<file path="src/sv/fsl_pkg.sv">
// ----------------------------------------------------------------------------
// fsl_pkg
// Types, codes and the length load table for the frame sequencer block.
// ----------------------------------------------------------------------------
package fsl_pkg;

  typedef enum logic [1:0] {
    CMD_TICK  = 2'd0,
    CMD_READ  = 2'd1,
    CMD_WRITE = 2'd2
  } cmd_e;

  // register offsets from the base of the audio register window
  localparam logic [4:0] REG_HALT   = 5'h00;
  localparam logic [4:0] REG_LENGTH = 5'h03;
  localparam logic [4:0] REG_STATUS = 5'h15;
  localparam logic [4:0] REG_FRAME  = 5'h17;

  // frame sequencer step points
  localparam logic [15:0] STEP_Q1      = 16'd14913;
  localparam logic [15:0] STEP_IRQ_A   = 16'd29828;
  localparam logic [15:0] STEP_IRQ_B   = 16'd29829;
  localparam logic [15:0] STEP_WRAP_4  = 16'd29830;
  localparam logic [15:0] STEP_Q4      = 16'd37281;
  localparam logic [15:0] STEP_WRAP_5  = 16'd37282;

  typedef struct packed {
    logic [1:0] command;
    logic [4:0] reg_offset;
    logic [7:0] write_data;
  } in_item_t;

  typedef struct packed {
    logic [7:0] read_data;
    logic       irq_out;
  } out_item_t;

  function automatic logic [7:0] length_lookup(input logic [4:0] idx);
    logic [7:0] val;
    case (idx)
      5'd0:  val = 8'd10;   5'd1:  val = 8'd254;  5'd2:  val = 8'd20;
      5'd3:  val = 8'd2;    5'd4:  val = 8'd40;   5'd5:  val = 8'd4;
      5'd6:  val = 8'd80;   5'd7:  val = 8'd6;    5'd8:  val = 8'd160;
      5'd9:  val = 8'd8;    5'd10: val = 8'd60;   5'd11: val = 8'd10;
      5'd12: val = 8'd14;   5'd13: val = 8'd12;   5'd14: val = 8'd26;
      5'd15: val = 8'd14;   5'd16: val = 8'd12;   5'd17: val = 8'd16;
      5'd18: val = 8'd24;   5'd19: val = 8'd18;   5'd20: val = 8'd48;
      5'd21: val = 8'd20;   5'd22: val = 8'd96;   5'd23: val = 8'd22;
      5'd24: val = 8'd192;  5'd25: val = 8'd24;   5'd26: val = 8'd72;
      5'd27: val = 8'd26;   5'd28: val = 8'd16;   5'd29: val = 8'd28;
      5'd30: val = 8'd32;   5'd31: val = 8'd30;
      default: val = 8'd0;
    endcase
    return val;
  endfunction

endpackage

</file>
<file path="src/sv/frame_sequencer_length_counter.sv">
// ----------------------------------------------------------------------------
// frame_sequencer_length_counter
// Frame sequencer with one channel's length counter, one result per item.
// ----------------------------------------------------------------------------
// Path: an item is taken into the input register, then the state update writes
//   its result into the result register, where a stall on the output holds it.
// Throughput: one item per cycle while the output is not stalled; the state update is a single step.
// Reset: rst_ni clears all sequencer and counter state and both valid flags.
module frame_sequencer_length_counter (
  input  logic               clk_i,
  input  logic               rst_ni,
  input  logic               in_valid_i,
  output logic               in_stall_o,
  input  fsl_pkg::in_item_t  in_data_i,
  output logic               out_valid_o,
  input  logic               out_stall_i,
  output fsl_pkg::out_item_t out_data_o
);
  import fsl_pkg::*;

  logic      in_valid_q;
  in_item_t  in_q;
  logic      out_valid_q;
  out_item_t out_q;
  out_item_t result;
  logic      advance;
  logic      fire;

  // result register free, or being emptied this cycle
  assign advance    = !out_valid_q || !out_stall_i;
  assign fire       = in_valid_q && advance;
  assign in_stall_o = in_valid_q && !advance;

  fsl_core u_core (
    .clk_i    (clk_i),
    .rst_ni   (rst_ni),
    .fire_i   (fire),
    .item_i   (in_q),
    .result_o (result)
  );

  always_ff @(posedge clk_i or negedge rst_ni) begin
    if (!rst_ni) begin
      in_valid_q  <= 1'b0;
      out_valid_q <= 1'b0;
    end else begin
      if (!in_stall_o) begin
        in_valid_q <= in_valid_i;
      end
      if (advance) begin
        out_valid_q <= in_valid_q;
      end
    end
  end

  always_ff @(posedge clk_i) begin
    if (!in_stall_o && in_valid_i) begin
      in_q <= in_data_i;
    end
    if (fire) begin
      out_q <= result;
    end
  end

  assign out_valid_o = out_valid_q;
  assign out_data_o  = out_q;

endmodule

</file>
<file path="src/sv/fsl_core.sv">
// ----------------------------------------------------------------------------
// fsl_core
// Sequencer and length counter state, updated once per item.
// ----------------------------------------------------------------------------
module fsl_core (
  input  logic              clk_i,
  input  logic              rst_ni,
  input  logic              fire_i,
  input  fsl_pkg::in_item_t item_i,
  output fsl_pkg::out_item_t result_o
);
  import fsl_pkg::*;

  logic [15:0] step_q, step_d;
  logic [15:0] target_q, target_d;
  logic        pending_q, pending_d;
  logic        five_q, five_d;
  logic        inhibit_q, inhibit_d;
  logic        irq_q, irq_d;
  logic [7:0]  len_q, len_d;
  logic        halt_q, halt_d;
  logic        enable_q, enable_d;

  cmd_e        cmd;
  logic        reset_hit;
  logic [15:0] step_base;
  logic        len_clock;
  logic        irq_set;
  logic [7:0]  rd;

  always_comb begin
    cmd        = cmd_e'(item_i.command);
    step_d     = step_q;
    target_d   = target_q;
    pending_d  = pending_q;
    five_d     = five_q;
    inhibit_d  = inhibit_q;
    irq_d      = irq_q;
    len_d      = len_q;
    halt_d     = halt_q;
    enable_d   = enable_q;
    rd         = 8'd0;
    reset_hit  = pending_q && (target_q == step_q);
    step_base  = reset_hit ? 16'd0 : step_q;
    len_clock  = 1'b0;
    irq_set    = 1'b0;

    case (cmd)
      CMD_TICK: begin
        if (reset_hit) begin
          pending_d = 1'b0;
        end
        // delayed reset and the quarter-frame points never coincide
        len_clock = (reset_hit && five_q) || (step_base == STEP_Q1) ||
                    (step_base == STEP_Q4) || (!five_q && step_base == STEP_IRQ_B);
        irq_set   = !five_q && !inhibit_q &&
                    ((step_base == STEP_IRQ_A) || (step_base == STEP_IRQ_B) ||
                     (step_base == STEP_WRAP_4));
        if ((step_base == STEP_WRAP_5) || (!five_q && step_base == STEP_WRAP_4)) begin
          step_d = 16'd0;
        end else begin
          step_d = step_base + 16'd1;
        end
        if (len_clock && !halt_q && (len_q != 8'd0)) begin
          len_d = len_q - 8'd1;
        end
        if (irq_set) begin
          irq_d = 1'b1;
        end
      end
      CMD_READ: begin
        if (item_i.reg_offset == REG_STATUS) begin
          rd    = {1'b0, irq_q, 5'd0, (len_q != 8'd0)};
          irq_d = 1'b0;
        end
      end
      CMD_WRITE: begin
        case (item_i.reg_offset)
          REG_HALT: halt_d = item_i.write_data[5];
          REG_LENGTH: begin
            if (enable_q) begin
              len_d = length_lookup(item_i.write_data[7:3]);
            end
          end
          REG_STATUS: begin
            enable_d = item_i.write_data[0];
            if (!item_i.write_data[0]) begin
              len_d = 8'd0;
            end
            irq_d = 1'b0;
          end
          REG_FRAME: begin
            inhibit_d = item_i.write_data[6];
            five_d    = item_i.write_data[7];
            target_d  = step_q + (step_q[0] ? 16'd2 : 16'd3);
            pending_d = 1'b1;
          end
          default: ;
        endcase
      end
      default: ;
    endcase

    result_o.read_data = rd;
    result_o.irq_out   = irq_d;
  end

  always_ff @(posedge clk_i or negedge rst_ni) begin
    if (!rst_ni) begin
      step_q    <= '0;
      target_q  <= '0;
      pending_q <= 1'b0;
      five_q    <= 1'b0;
      inhibit_q <= 1'b0;
      irq_q     <= 1'b0;
      len_q     <= '0;
      halt_q    <= 1'b0;
      enable_q  <= 1'b0;
    end else if (fire_i) begin
      step_q    <= step_d;
      target_q  <= target_d;
      pending_q <= pending_d;
      five_q    <= five_d;
      inhibit_q <= inhibit_d;
      irq_q     <= irq_d;
      len_q     <= len_d;
      halt_q    <= halt_d;
      enable_q  <= enable_d;
    end
  end

endmodule

</file>
<file path="config.mk">
export PLATFORM = sky130hd
export DESIGN_NAME = frame_sequencer_length_counter
export DESIGN_NICKNAME = d
export VERILOG_FILES = /design/src/sv/fsl_pkg.sv /design/src/sv/frame_sequencer_length_counter.sv /design/src/sv/fsl_core.sv
export SDC_FILE = /design/constraint.sdc
export NUM_CORES = 1
export LEC_CHECK = 0
export ABC_AREA = 1
export BUFFER_PORTS_ARGS = -buffer_cell sky130_fd_sc_hd__buf_4
export CAP_MARGIN = 20
export CORE_ASPECT_RATIO = 2
export CORE_MARGIN = 8
export CORE_UTILIZATION = 55
export CTS_BUF_LIST = sky130_fd_sc_hd__clkbuf_8
export CTS_CLUSTER_DIAMETER = 80
export DETAILED_ROUTE_END_ITERATION = 8
export GPL_ROUTABILITY_DRIVEN = 0
export GPL_TIMING_DRIVEN = 0
export PLACE_DENSITY_LB_ADDON = 0.05
export SETUP_SLACK_MARGIN = 0.02
export SLEW_MARGIN = 10
export SYNTH_ARGS = -nofsm -noshare
export SYNTH_HDL_FRONTEND = slang
export SYNTH_SLANG_ARGS = --single-unit
</file>
<file path="constraint.sdc">
create_clock -name clk_i -period 2.7 [get_ports clk_i]
set_input_delay 0.54 -clock clk_i [delete_from_list [all_inputs] [get_ports clk_i]]
set_output_delay 0.54 -clock clk_i [all_outputs]
set_load 0.02 [all_outputs]
</file>
# Yosys cells after proc, flatten, opt, wreduce, memory -nomap -nowiden
# Memories as Yosys holds them, arrays and structs flattened. A register that Yosys moved wholly into a read port is not among the register bits.
# Cells that the tools add are included.
# Widths: inputs -> output; s select.
dict set report op_classes {
  n_div 0
  n_shift 0
  addsub 3
  mux 15
  n_bitwise 0
  magnitude_cmp 0
  n_reduce_logical 37
  n_eq_ne 18
  mul 0
}
# operator count
set ops {}
lappend ops {{$eq 16x15->1 const B} 3}
lappend ops {{$eq 16x16->1 const B} 2}
lappend ops {{$mux 16} 2}
lappend ops {{$pmux 8 s2} 2}
lappend ops {{$mux 8} 3}
lappend ops {{$add 16x1->16 const B} 1}
lappend ops {{$add 16x16->16} 1}
lappend ops {{$eq 16x14->1 const B} 1}
lappend ops {{$eq 16x16->1} 1}
lappend ops {{$logic_and 1x1->1} 11}
lappend ops {{$eq 5x5->1 const B} 2}
lappend ops {{$reduce_and 3->1} 3}
lappend ops {{$reduce_bool 8->1} 1}
lappend ops {{$sub 8x1->8 const B} 1}
lappend ops {{$logic_not 1->1} 7}
lappend ops {{$logic_or 1x1->1} 7}
lappend ops {{$ne 3x2->1 const B} 2}
lappend ops {{$reduce_and 6->1} 1}
lappend ops {{$eq 5x2->1 const B} 1}
lappend ops {{$logic_not 5->1} 1}
lappend ops {{$mux 1} 5}
lappend ops {{$mux 5} 1}
lappend ops {{$ne 2x1->1 const B} 2}
lappend ops {{$pmux 1 s2} 2}
lappend ops {{other kinds (9)} 10}
dict set report totals {
  ramBits 0
  latch_bits 0
  inputBits 19
  rom_bits 224
  mem_count 1
  register_bits 72
}
# name depth width read_ports rd_clocked_by_memory_dff wr line_no
set mem_list {}
lappend mem_list {{(name not given)} 32 7 1 1 0 fsl_pkg.sv:40} ;# case (idx)

# Logic depth before layout (Yosys ltp)
# Gate-level depths: netlist of the first run.
dict set report depth {
  ltp_word 11
  mapped_depth 22
  mapped_depth_nobuf 21
}

# Cells and area by module
# From an unflattened synthesis of the first run, not the netlist that was laid out.
dict set report hier_totals {
  hier_cells 599
  hier_area_um2 4586.9
}
# mod seq_area_each_um2 n_inst cells_per_inst area_each_um2
set by_module_without_submodules {}
lappend by_module_without_submodules {fsl_core 1151.1 1 563 3771.1}
lappend by_module_without_submodules {frame_sequencer_length_counter 770.7 1 36 815.8}

# Worst setup path after synthesis of the first run
# OpenSTA, ideal clock, no wires.
dict set report synth_timing {
  kind {input to register}
  start {input out_stall_i}
  end {register (tool-made name)}
  cell_stages 13
  arrival_ns 2.500
  slack_ns 0.068
  required_time_ns 2.569
  n_path_buf 0
  cell_sequence {nand2_1 nor2_1 inv_1 nand2_2 inv_2 or2_2 o21ai_0 inv_1 ha_1 nand2_1 nand2_1 o311ai_0 a21oi_1}
}
# element line_no
set synth_rtl {}
lappend synth_rtl {{start, declared} frame_sequencer_length_counter.sv:16} ;# input logic out_stall_i,

# Worst setup path in the final report of the first run
dict set report layout_timing {
  start {register u_core.step_q[11]}
  end {register u_core.len_q[7]}
}
dict set report layout_between {
  elab_chain_len 11
  elab_cells_between_ends 15
  cone_classes {5 x eq/ne; 1 x mux; 9 x reduce/logical}
}
# element line_no
set layout_rtl {}
lappend layout_rtl {{start, declared} fsl_core.sv:14} ;# logic [15:0] step_q, step_d;
lappend layout_rtl {{start signal, assigned} fsl_core.sv:120} ;# step_q <= step_d;
lappend layout_rtl {{$eq 16x16->1} fsl_core.sv:43} ;# reset_hit = pending_q && (target_q == step_q);
lappend layout_rtl {{$logic_and 1x1->1} fsl_core.sv:43}
lappend layout_rtl {{$mux 16} fsl_core.sv:44} ;# step_base = reset_hit ? 16'd0 : step_q;
lappend layout_rtl {{$eq 16x14->1} fsl_core.sv:54} ;# len_clock = (reset_hit && five_q) || (step_base == STEP_Q1) ||
lappend layout_rtl {{$logic_or 1x1->1 (2 in series)} fsl_core.sv:54}
lappend layout_rtl {{$logic_or 1x1->1 *} fsl_core.sv:55} ;# (step_base == STEP_Q4) || (!five_q && step_base == STEP_IRQ_B);
lappend layout_rtl {{$logic_and 1x1->1 * (2 in series)} fsl_core.sv:64} ;# if (len_clock && !halt_q && (len_q != 8'd0)) begin
lappend layout_rtl {{$ne 2x1->1 (no source line) *} --}
lappend layout_rtl {{$reduce_and 6->1 (no source line) *} --}
lappend layout_rtl {{end signal, assigned} fsl_core.sv:126} ;# len_q <= len_d;
lappend layout_rtl {{end, declared} fsl_core.sv:20} ;# logic [7:0] len_q, len_d;
# Every way passes the cells marked *; elsewhere a longest branch is shown, timed or not.
# A chain may end at the register's enable or synchronous reset.

==> impl_metrics.yaml, run 1 <==
outcome:
  outcome: "complete, no violations"
clocking:
  cts_tree: "built"
  clockRootBuffer: "clkbuf_8"
  clock_sinks: 71
  cts_buffers: 9
  cts_hold_buf: 0
  clk_pin_slew_ns: 0.08
  clock_path_buffers: 2
  clk_latency_ns: 0.36
  cts_htree_levels: 3
yosys:
  synth_top_area_share_pct: 28.2
  yosysWarningCount: 0
  yosysSeqAreaShare_pct: 42.7
  ys_ff_latch: 71
  synthDistinctLibCells: 45
  syn_area_sq_um: 4260
  synth.most_common_cell: "nand2_1"
  async_reset_ff_share_pct: 67.6
  ys.flop_type: "dfrtp_1"
  syn_area_per_cell_sq_um: 7.60
  syn_inst: 561
  ys_top_cells_by_count: "nand2_1, inv_1, dfrtp_1"
  synth_edf_count: 16
  yosysTopAreaCell: "dfrtp_1"
  synth.area.top_cells: "dfrtp_1, nand2_1, edfxtp_1"
worst_setup_path:
  end_kind: "flip-flop"
  ff2ff_setup_slack_ns: 0.16
  worstPathMaxFanout: 8
  path_buf_inv: 6
  crit_top_cell: "nand2_1"
  r2r-end: "u_core.len_q[7]$_DFFE_PN0P_"
  required_ns: 2.94
  slowest_stage: "dfrtp_1"
  worstSetupPathType: "flip-flop to flip-flop"
  arrival_ns: 2.77
  reg2reg_depth: 20
  slowest_delay_ns: 0.46
  critPathLaunchType: "flip-flop"
  cp_cell_sequence: "inv_2 > nand2_1 > nand4_1 > nor2_2 > nand3_4 > buf_8 > nand2_4 > inv_4 > ha_2 > inv_1 > nor2_1 > nand3_1 > nand2_1 > inv_1 > nand2_1 > nand2_2 > nand2_4 > buf_4 > nand3_1 > nand2_1"
  r2r_start: "u_core.step_q[11]$_DFFE_PN0P_"
  critPathTopFamily: "simple AND/OR/NAND/NOR gates"
drt:
  drcViolationCount: 0
  vias: 3965
  post_drt_wl_per_cell_um: 15.5
  routed_wl_um: 11000
  viasPerCell: 5.61
  dr.pass1.iters: 5
  first_iter_violations: 305
  antenna_left: 0
placement:
  io_buffers: 21
  placed_cell_area_sq_um: 4560
  place.detailed.hpwl_um: 8200
  dp_worst_setup_slack_ns: -0.207
global_routing:
  grt_pass1_wl_um: 18200
  grt_pass1_vias: 3920
  grt_max_degree: 49
  antenna_found_initial: 0
  grt_overflow_total: 0
  grt_use_total_pct: 20.9
cells_and_area:
  drive_gt1_share_pct: 17.5
  nets: 642
  post-route-util_pct: 65.7
  area_growth_pct: 16.3
  n_antenna_cell: 0
  fin_area_sq_um: 4960
run:
  maxCapViolations: 0
timing:
  min_period_ns: 2.54
  tightest_slew_ns: 0.716
  skew_ns: 0.0128
  rsz0062_at_grt: "true"
  final_max_slew_viol_count: 0
  max_freq_ghz: 0.394
  setup_viol: 0
  fin_ws_ns: 0.164
  finalHoldViolations: 0
  holdWs_ns: 0.190
  fin_crit_sh_pct: 93.9
  maxSlewHeadroom_pct: 52.1
floorplan:
  die-area_sq_um: 11000
  io_pins: 30
  fp.dieH_um: 141
  core_area_sq_um: 7540
  start_util_pct: 56.5
  die_w_um: 78.3
  rows: 45
pwr:
  max-vdd-ir-drop_uv: 584
  power_leakage_nw: 2.34
  power.density_nw_per_um2: 855
worst_hold_path:
  hold_path_class: "input pin to async pin"
[worst reg2reg max path: stages, from the launching register on]
cell	delay [ns]
dfrtp_1	0.46
inv_2	0.12
nand2_1	0.08
nand4_1	0.17
nor2_2	0.19
nand3_4	0.11
buf_8	0.14
nand2_4	0.09
inv_4	0.07
ha_2	0.20
inv_1	0.05
nor2_1	0.03
nand3_1	0.07
nand2_1	0.05
inv_1	0.04
nand2_1	0.06
nand2_2	0.08
nand2_4	0.11
buf_4	0.17
nand3_1	0.06
nand2_1	0.07
[how the worst max path moves through the flow]
stage	start	to	slack, ns	cells past startpoint
2_1_floorplan	out_stall_i	flip-flop	0.07	13
3_3_place_gp	in_q[13]$_DFFE_PP_	u_core.inhibit_q$_DFFE_PN0P_	-0.15	11
3_5_place_dp	in_q[13]$_DFFE_PP_	u_core.five_q$_DFFE_PN0P_	-0.21	11
4_1_cts	u_core.step_q[1]$_DFFE_PN0P_	u_core.len_q[1]$_DFFE_PN0P_	0.04	22
5_1_grt	u_core.step_q[1]$_DFFE_PN0P_	u_core.len_q[7]$_DFFE_PN0P_	0.007	22
6_report	u_core.step_q[11]$_DFFE_PN0P_	u_core.len_q[7]$_DFFE_PN0P_	0.16	20
[final cells by class]
type                    count  area [sq um]
clock inverters             7           113
clock buffers               9           124
flip-flops and latches     71          1830
repair buffers             32           240
plain buffers              17           114
fillers                   684          2590
well taps                  94           118
multi-input cells         400          2130
inverters                  77           292
[cells by family (layout without fill, tap and decap cells)]
family | after synthesis | after routing | synth area share (%)
other cells | 1 | 6 | 0.0880
buf+inv | 95 | 142 | 9.22
simple gates | 272 | 272 | 28.1
xor+xnor | 17 | 17 | 3.49
flops | 71 | 71 | 42.7
compound gates | 90 | 90 | 12.0
fa+ha+maj | 15 | 15 | 4.40
[layout by cell type (no fill, tap or decap), drive strengths merged, types with 2 or more instances in the layout]
cell type	instances
ha	15
nand3b	2
inv	77
nand2	159
conb	6
nand4	7
clkbuf	17
dfxtp	7
o21ai	50
a22oi	2
nor3	11
xor2	12
clkinv	2
nor4	7
o31ai	3
a31oi	6
edfxtp	16
bufinv	3
or2	2
buf	41
dfrtp	48
clkinvlp	2
o22ai	10
nand3	39
a21oi	13
xnor2	5
nor2	44
[per-stage QoR]
stage,setup TNS (ns),power [mW],instances
3_3_place_gp,-1.81,3.02,681
4_1_cts,0,4.12,698
2_1_floorplan,0,2.66,566
3_5_place_dp,-2.46,3.07,681
6_report,0,4.24,707
5_1_grt,0,4.52,707
[report_power, final]
part	total [mW]	internal, mW	leakage [nW]	switching (mW)
sequential	1.67	1.36	0.788	0.310
combinational	1.55	0.605	1.43	0.944
clock	1.02	0.607	0.114	0.411
total	4.24	2.57	2.34	1.67
[layer usage]
layer	vias to the layer above	global-route usage (%)	share of wire, %
met5	-	0	0
li1	1920	-	-
met3	45	3.53	3.7
met4	0	12.8	5.6
met1	1868	18.2	33
met2	132	41.1	57
[sequential cells by signal, summed over array words and instances (netlist names), 3 cells and up, named ones only]
signal           flops
u_core.target_q     16
u_core.len_q         8
out_data_o           3
u_core.step_q       16
in_q                13
[timing repair]
action	4_1_cts	5_1_grt
setup endpoints to repair	16	23
resized for setup	7	29
pin swaps	0	1
buffers inserted	1	10
Power figures use the tool's default switching activity.
==> inputs of run 2 (changes only) <==
CAP_MARGIN = default   (was 20)
SYNTH_HIERARCHICAL = 1   (was default)
==> run 2 against run 1 <==
Against the previous run: sequential power is 12% lower; highest routed layer unchanged; sequential share of layout area is 2.8 points lower; critical endpoint is now u_core/step_q[10]$_DFFE_PN0P_; routed wire length increased by 3.4%; register-to-register slack worse by 0.05 ns; global-route usage down 0.55 points; final cell count is 9.3% higher; worst hold slack better by 0.016 ns; clock skew is 0.0016 ns lower; largest power group is now combinational cells; combinational power barely moved; setup slack got worse by 0.048 ns; critical path depth stayed put.
==> impl_metrics.yaml, run 2 <==
worst_setup_path:
  critPathLaunchType: "flip-flop"
  r2r-end: "u_core/step_q[10]$_DFFE_PN0P_"
  slowest_delay_ns: 0.39
  required_ns: 2.95
  slowest_stage: "dfrtp_1"
  end_kind: "flip-flop"
  cp_cell_sequence: "buf_6 > inv_4 > nand2_1 > nand2_1 > nor2_2 > nand2_1 > nor2_2 > nand3_2 > buf_6 > buf_8 > nand2_4 > inv_2 > ha_4 > nand4_1 > nor3_4 > nand4_1 > nor2_1 > nand2_1 > nand3_1 > nand2_1"
  crit_top_cell: "nand2_1"
  reg2reg_depth: 20
  worstSetupPathType: "flip-flop to flip-flop"
  path_buf_inv: 5
  arrival_ns: 2.83
  critPathTopFamily: "simple AND/OR/NAND/NOR gates"
  r2r_start: "u_core/step_q[5]$_DFFE_PN0P_"
  worstPathMaxFanout: 8
  ff2ff_setup_slack_ns: 0.12
floorplan:
  fp.dieH_um: 144
  rows: 47
  die-area_sq_um: 11600
  start_util_pct: 55.8
  io_pins: 30
  die_w_um: 80.2
  core_area_sq_um: 8120
timing:
  finalHoldViolations: 0
  maxSlewHeadroom_pct: 56.9
  fin_crit_sh_pct: 95.7
  final_max_slew_viol_count: 0
  fin_ws_ns: 0.117
  tightest_slew_ns: 0.647
  min_period_ns: 2.58
  max_freq_ghz: 0.387
  setup_viol: 0
  skew_ns: 0.0112
  rsz0062_at_grt: "true"
cells_and_area:
  seqCellArea_sq_um: 1870
  fin_area_sq_um: 5470
  area_growth_pct: 20.8
  final_common_cell: "nand2_1"
  drive_gt1_share_pct: 21.5
  nets: 706
  nFillCells: 699
  instances_no_fill: 773
  final_cell_mix: "nand2_1, inv_1, buf_4"
  multi_input_area_sq_um: 2320
  n_antenna_cell: 0
  reg_top3: "u_core/step_q x16, u_core/target_q x16, in_q x13"
clocking:
  clk_pin_slew_ns: 0.08
  clockRootBuffer: "clkbuf_8"
  cts_buffers: 9
  clock_path_buffers: 2
  cts_hold_buf: 0
  cts_htree_levels: 3
  clk_latency_ns: 0.35
  clock_sinks: 70
  cts_tree: "built"
drt:
  vias: 4150
  dr.pass1.iters: 5
  first_iter_violations: 394
  antenna_left: 0
  post_drt_wl_per_cell_um: 14.7
  viasPerCell: 5.37
  drcViolationCount: 0
  routed_wl_um: 11300
placement:
  placed_cell_area_sq_um: 4870
  dp_worst_setup_slack_ns: -0.729
  io_buffers: 27
  dp_cells: 727
  place.detailed.hpwl_um: 8020
global_routing:
  grt_max_degree: 49
  antenna_found_initial: 0
  grt_pass1_vias: 3949
  grt_use_total_pct: 20.3
  grt_pass1_wl_um: 18500
  grt_overflow_total: 0
worst_hold_path:
  hold_path_class: "input pin to async pin"
yosys:
  syn_inst: 597
  syn_area_sq_um: 4530
  syn_area_per_cell_sq_um: 7.58
  yosysWarningCount: 6
pwr:
  finalPower_mw: 3.77
  power.density_nw_per_um2: 689
  max-vdd-ir-drop_uv: 468
  power_leakage_nw: 2.63
run:
  maxCapViolations: 0
outcome:
  outcome: "complete, no violations"
-- run 2: area by class of cell --
| class | count | area share (%) |
|---|---|---|
| Multi-Input combinational cell | 420 | 42.4 |
| Sequential cell | 70 | 34.2 |
| Timing Repair Buffer | 57 | 8.35 |
| Inverter | 86 | 6.04 |
| Buffer | 26 | 3.59 |
| Clock buffer | 9 | 2.27 |
| Tap cell | 98 | 2.24 |
| Clock inverter | 7 | 0.892 |
-- run 2: power by group --
group | total, mW | leakage [nW] | internal (mW) | switching (mW)
registers | 1.47 | 0.784 | 1.30 | 0.178
clock network | 0.757 | 0.0793 | 0.332 | 0.424
logic | 1.53 | 1.76 | 0.617 | 0.917
total | 3.77 | 2.63 | 2.25 | 1.52
-- run 2: per-stage QoR --
step	util (%)	TNS [ns]	hold slack, ns
3_5_place_dp	60.0	-12.19	0.451
5_1_grt	67.4	-0.0738	0.262
3_3_place_gp	60.0	-10.60	0.447
6_report	67.4	0	0.206
4_1_cts	63.8	0	0.216
2_1_floorplan	-	0	0.244
-- run 2: routing by layer --
metal / up-vias / GRT usage [%] / part of all wire [%]
li1: 2077 / - / -
met1: 1933 / 25.7 / 44
met2: 117 / 32.7 / 50
met3: 23 / 2.99 / 4.4
met4: 0 / 9.85 / 2.1
met5: - / 0 / 0
-- run 2: how the worst max path moves through the flow --
stage                                            start  slack [ns]  cells after the start                       endpoint
after floorplan                            out_stall_i        0.14                      8    u_core/len_q[0]$_DFFE_PN0P_
after global placement                     out_stall_i       -0.68                      9    u_core/len_q[4]$_DFFE_PN0P_
after detailed placement                   out_stall_i       -0.73                      9    u_core/len_q[4]$_DFFE_PN0P_
after CTS                      out_valid_o$_DFFE_PN0P_        0.05                      8    u_core/len_q[4]$_DFFE_PN0P_
after global routing      u_core/step_q[5]$_DFFE_PN0P_       -0.05                     20  u_core/step_q[10]$_DFFE_PN0P_
final                     u_core/step_q[5]$_DFFE_PN0P_        0.12                     20  u_core/step_q[10]$_DFFE_PN0P_
-- run 2: worst reg2reg max path: cells and delay by family (launching register included) --
| family | cells | cell delay, ns |
|---|---|---|
| DFF | 1 | 0.39 |
| adders and majority gates | 1 | 0.14 |
| and+or+nand+nor | 14 | 1.35 |
| buffers and inverters | 5 | 0.59 |
-- run 2: what timing repair did --
item	CTS	global route
gates resized for setup	18	37
cloned	0	0
buffers inserted	10	20
pin swaps	5	13
setup endpoints to repair	28	21
==> inputs of run 3 (changes only) <==
REMOVE_ABC_BUFFERS = 1   (was default)
clock period = 2.9 ns   (was 2.7 ns; I/O delays follow)
==> run 3 against run 2 <==
Against the previous run: power fell by 11%; setup slack improved by 0.12 ns; utilization shrank 5.1 points; first-iteration DRC count is 6.1% lower; sequential cell count unchanged; global-route usage fell by 1.4 points; clock power grew 2.9%; clock skew fell by 0.0029 ns; combinational power decreased by 27%; clock-buffer cell count up 1; routed wire length is 10% lower; critical path type unchanged.
==> impl_metrics.yaml, run 3 (synthesis gave the netlist of run 2 again) <==
pwr:
  max-vdd-ir-drop_uv: 392
  power_leakage_nw: 2.40
  switching_power_mw: 1.29
  p_clk_share_pct: 23.3
  pwr-share-comb_pct: 33.5
  power.density_nw_per_um2: 661
  pwr-share-seq_pct: 43.1
  finalPower_mw: 3.34
  p_int_mw: 2.04
  p_sw_share_pct: 38.8
timing:
  min_period_ns: 2.66
  setup_viol: 0
  tightest_slew_ns: 0.638
  maxSlewHeadroom_pct: 57.5
  skew_ns: 0.00829
  holdWs_ns: 0.225
  rsz0062_at_grt: "true"
  final_max_slew_viol_count: 0
  finalHoldViolations: 0
  fin_ws_ns: 0.238
  max_freq_ghz: 0.376
  fin_crit_sh_pct: 91.8
drt:
  antenna_left: 0
  vias: 3882
  first_iter_violations: 370
  drcViolationCount: 0
  routed_wl_um: 10200
  viasPerCell: 5.35
  dr.pass1.iters: 6
  post_drt_wl_per_cell_um: 14.1
global_routing:
  grt_pass1_vias: 3794
  grt_pass1_wl_um: 17200
  grt_overflow_total: 0
  grt_use_total_pct: 18.9
  grt_max_degree: 49
  antenna_found_initial: 0
placement:
  dp_worst_setup_slack_ns: -0.857
  place.detailed.hpwl_um: 7180
  io_buffers: 27
  placed_cell_area_sq_um: 4710
cells_and_area:
  n_antenna_cell: 0
  final_common_cell: "nand2_1"
  fin_area_sq_um: 5050
  drive_gt1_share_pct: 14.4
  final_cell_mix: "nand2_1, inv_1, o21ai_0"
  post-route-util_pct: 62.2
  reg_top3: "u_core/step_q x16, u_core/target_q x16, in_q x13"
  nets: 658
  area_growth_pct: 11.6
floorplan:
  rows: 47
  die-area_sq_um: 11600
  die_w_um: 80.2
  io_pins: 30
  fp.dieH_um: 144
  start_util_pct: 55.8
  core_area_sq_um: 8120
worst_hold_path:
  hold_path_class: "input pin to async pin"
run:
  maxCapViolations: 0
outcome:
  outcome: "complete, no violations"
clocking:
  cts_buffers: 9
  cts_htree_levels: 3
  cts_tree: "built"
  clk_latency_ns: 0.36
  clockRootBuffer: "clkbuf_8"
  clock_path_buffers: 2
  clk_pin_slew_ns: 0.08
  clock_sinks: 70
  cts_hold_buf: 0
worst_setup_path:
  end_kind: "flip-flop"
  required_ns: 3.20
  worstSetupPathType: "flip-flop to flip-flop"
  critPathLaunchType: "flip-flop"
  worstPathMaxFanout: 10
  arrival_ns: 2.96
## run 3: cell count changes in the layout (fill, tap and decap cells not counted), sizes merged
cell | previous run | this run
clkinv | 3 | 2
clkinvlp | 3 | 2
clkbuf | 16 | 10
bufinv | 0 | 1
nand3 | 43 | 44
buf | 76 | 34
## run 3: power by group through the flow
stage	logic (mW)	registers, mW	clock network, mW
5_1_grt	1.28	1.47	0.850
2_1_floorplan	0.815	1.40	0
3_5_place_dp	1.05	1.45	0
3_3_place_gp	1.04	1.45	0
6_report	1.12	1.44	0.779
4_1_cts	1.08	1.44	0.805
## run 3: through the flow
step	setup TNS, ns	std cells
2_1_floorplan	0	576
3_3_place_gp	-23.94	701
3_5_place_dp	-16.89	701
4_1_cts	0	718
5_1_grt	0	725
6_report	0	725
## run 3: routing by layer
| metal | vias up | GRT usage [%] | routed length, um |
|---|---|---|---|
| li1 | 1975 | - | - |
| met1 | 1759 | 23.2 | 4560 |
| met2 | 125 | 29.7 | 4780 |
| met3 | 23 | 3.67 | 561 |
| met4 | 0 | 11.1 | 299 |
| met5 | - | 0 | 0 |
## run 3: area by class of cell
cell class | instances | area [sq um]
fill | 771 | 3060
sequential | 70 | 1870
timing repair buffer | 34 | 255
inverter | 86 | 332
clock buffer | 10 | 138
tap | 98 | 123
multi-input combinational | 421 | 2280
clock inverter | 6 | 53.8
## run 3: worst paths after layout
kind	cells past startpoint	slack [ns]	start	end
worst max-delay path	16	0.24	u_core/step_q[15]$_DFFE_PN0P_	u_core/step_q[10]$_DFFE_PN0P_
worst min-delay path	1	0.23	rst_ni	u_core/target_q[1]$_DFFE_PN0P_
worst max register to register	16	0.24	u_core/step_q[15]$_DFFE_PN0P_	u_core/step_q[10]$_DFFE_PN0P_
worst min register to register	2	0.47	u_core/target_q[0]$_DFFE_PN0P_	u_core/target_q[0]$_DFFE_PN0P_
max in group asynchronous	1	2.19	rst_ni	u_core/step_q[14]$_DFFE_PN0P_
min in group clk_i	1	0.39	in_data_i[9]	in_q[9]$_DFFE_PP_
## run 3: worst max-delay path: stages, from the launching register on
cell and delay (ns):
dfrtp_2 0.46, inv_1 0.12, nand2_1 0.06, nand2_1 0.06, inv_1 0.04, nand3_1 0.15
nor2_4 0.09, nand3_4 0.15, nand2_2 0.15, inv_4 0.13, ha_1 0.21, nand4_1 0.19
nor3_4 0.27, nand4_1 0.16, o21ai_0 0.19, nand3_1 0.10, nand2_1 0.07
## run 3: timing repair
item | 4_1_cts | 5_1_grt
gates resized for setup | 8 | 17
buffers inserted | 0 | 7
cloned | 1 | 0
setup endpoints to repair | 34 | 30
pin swaps | 1 | 4
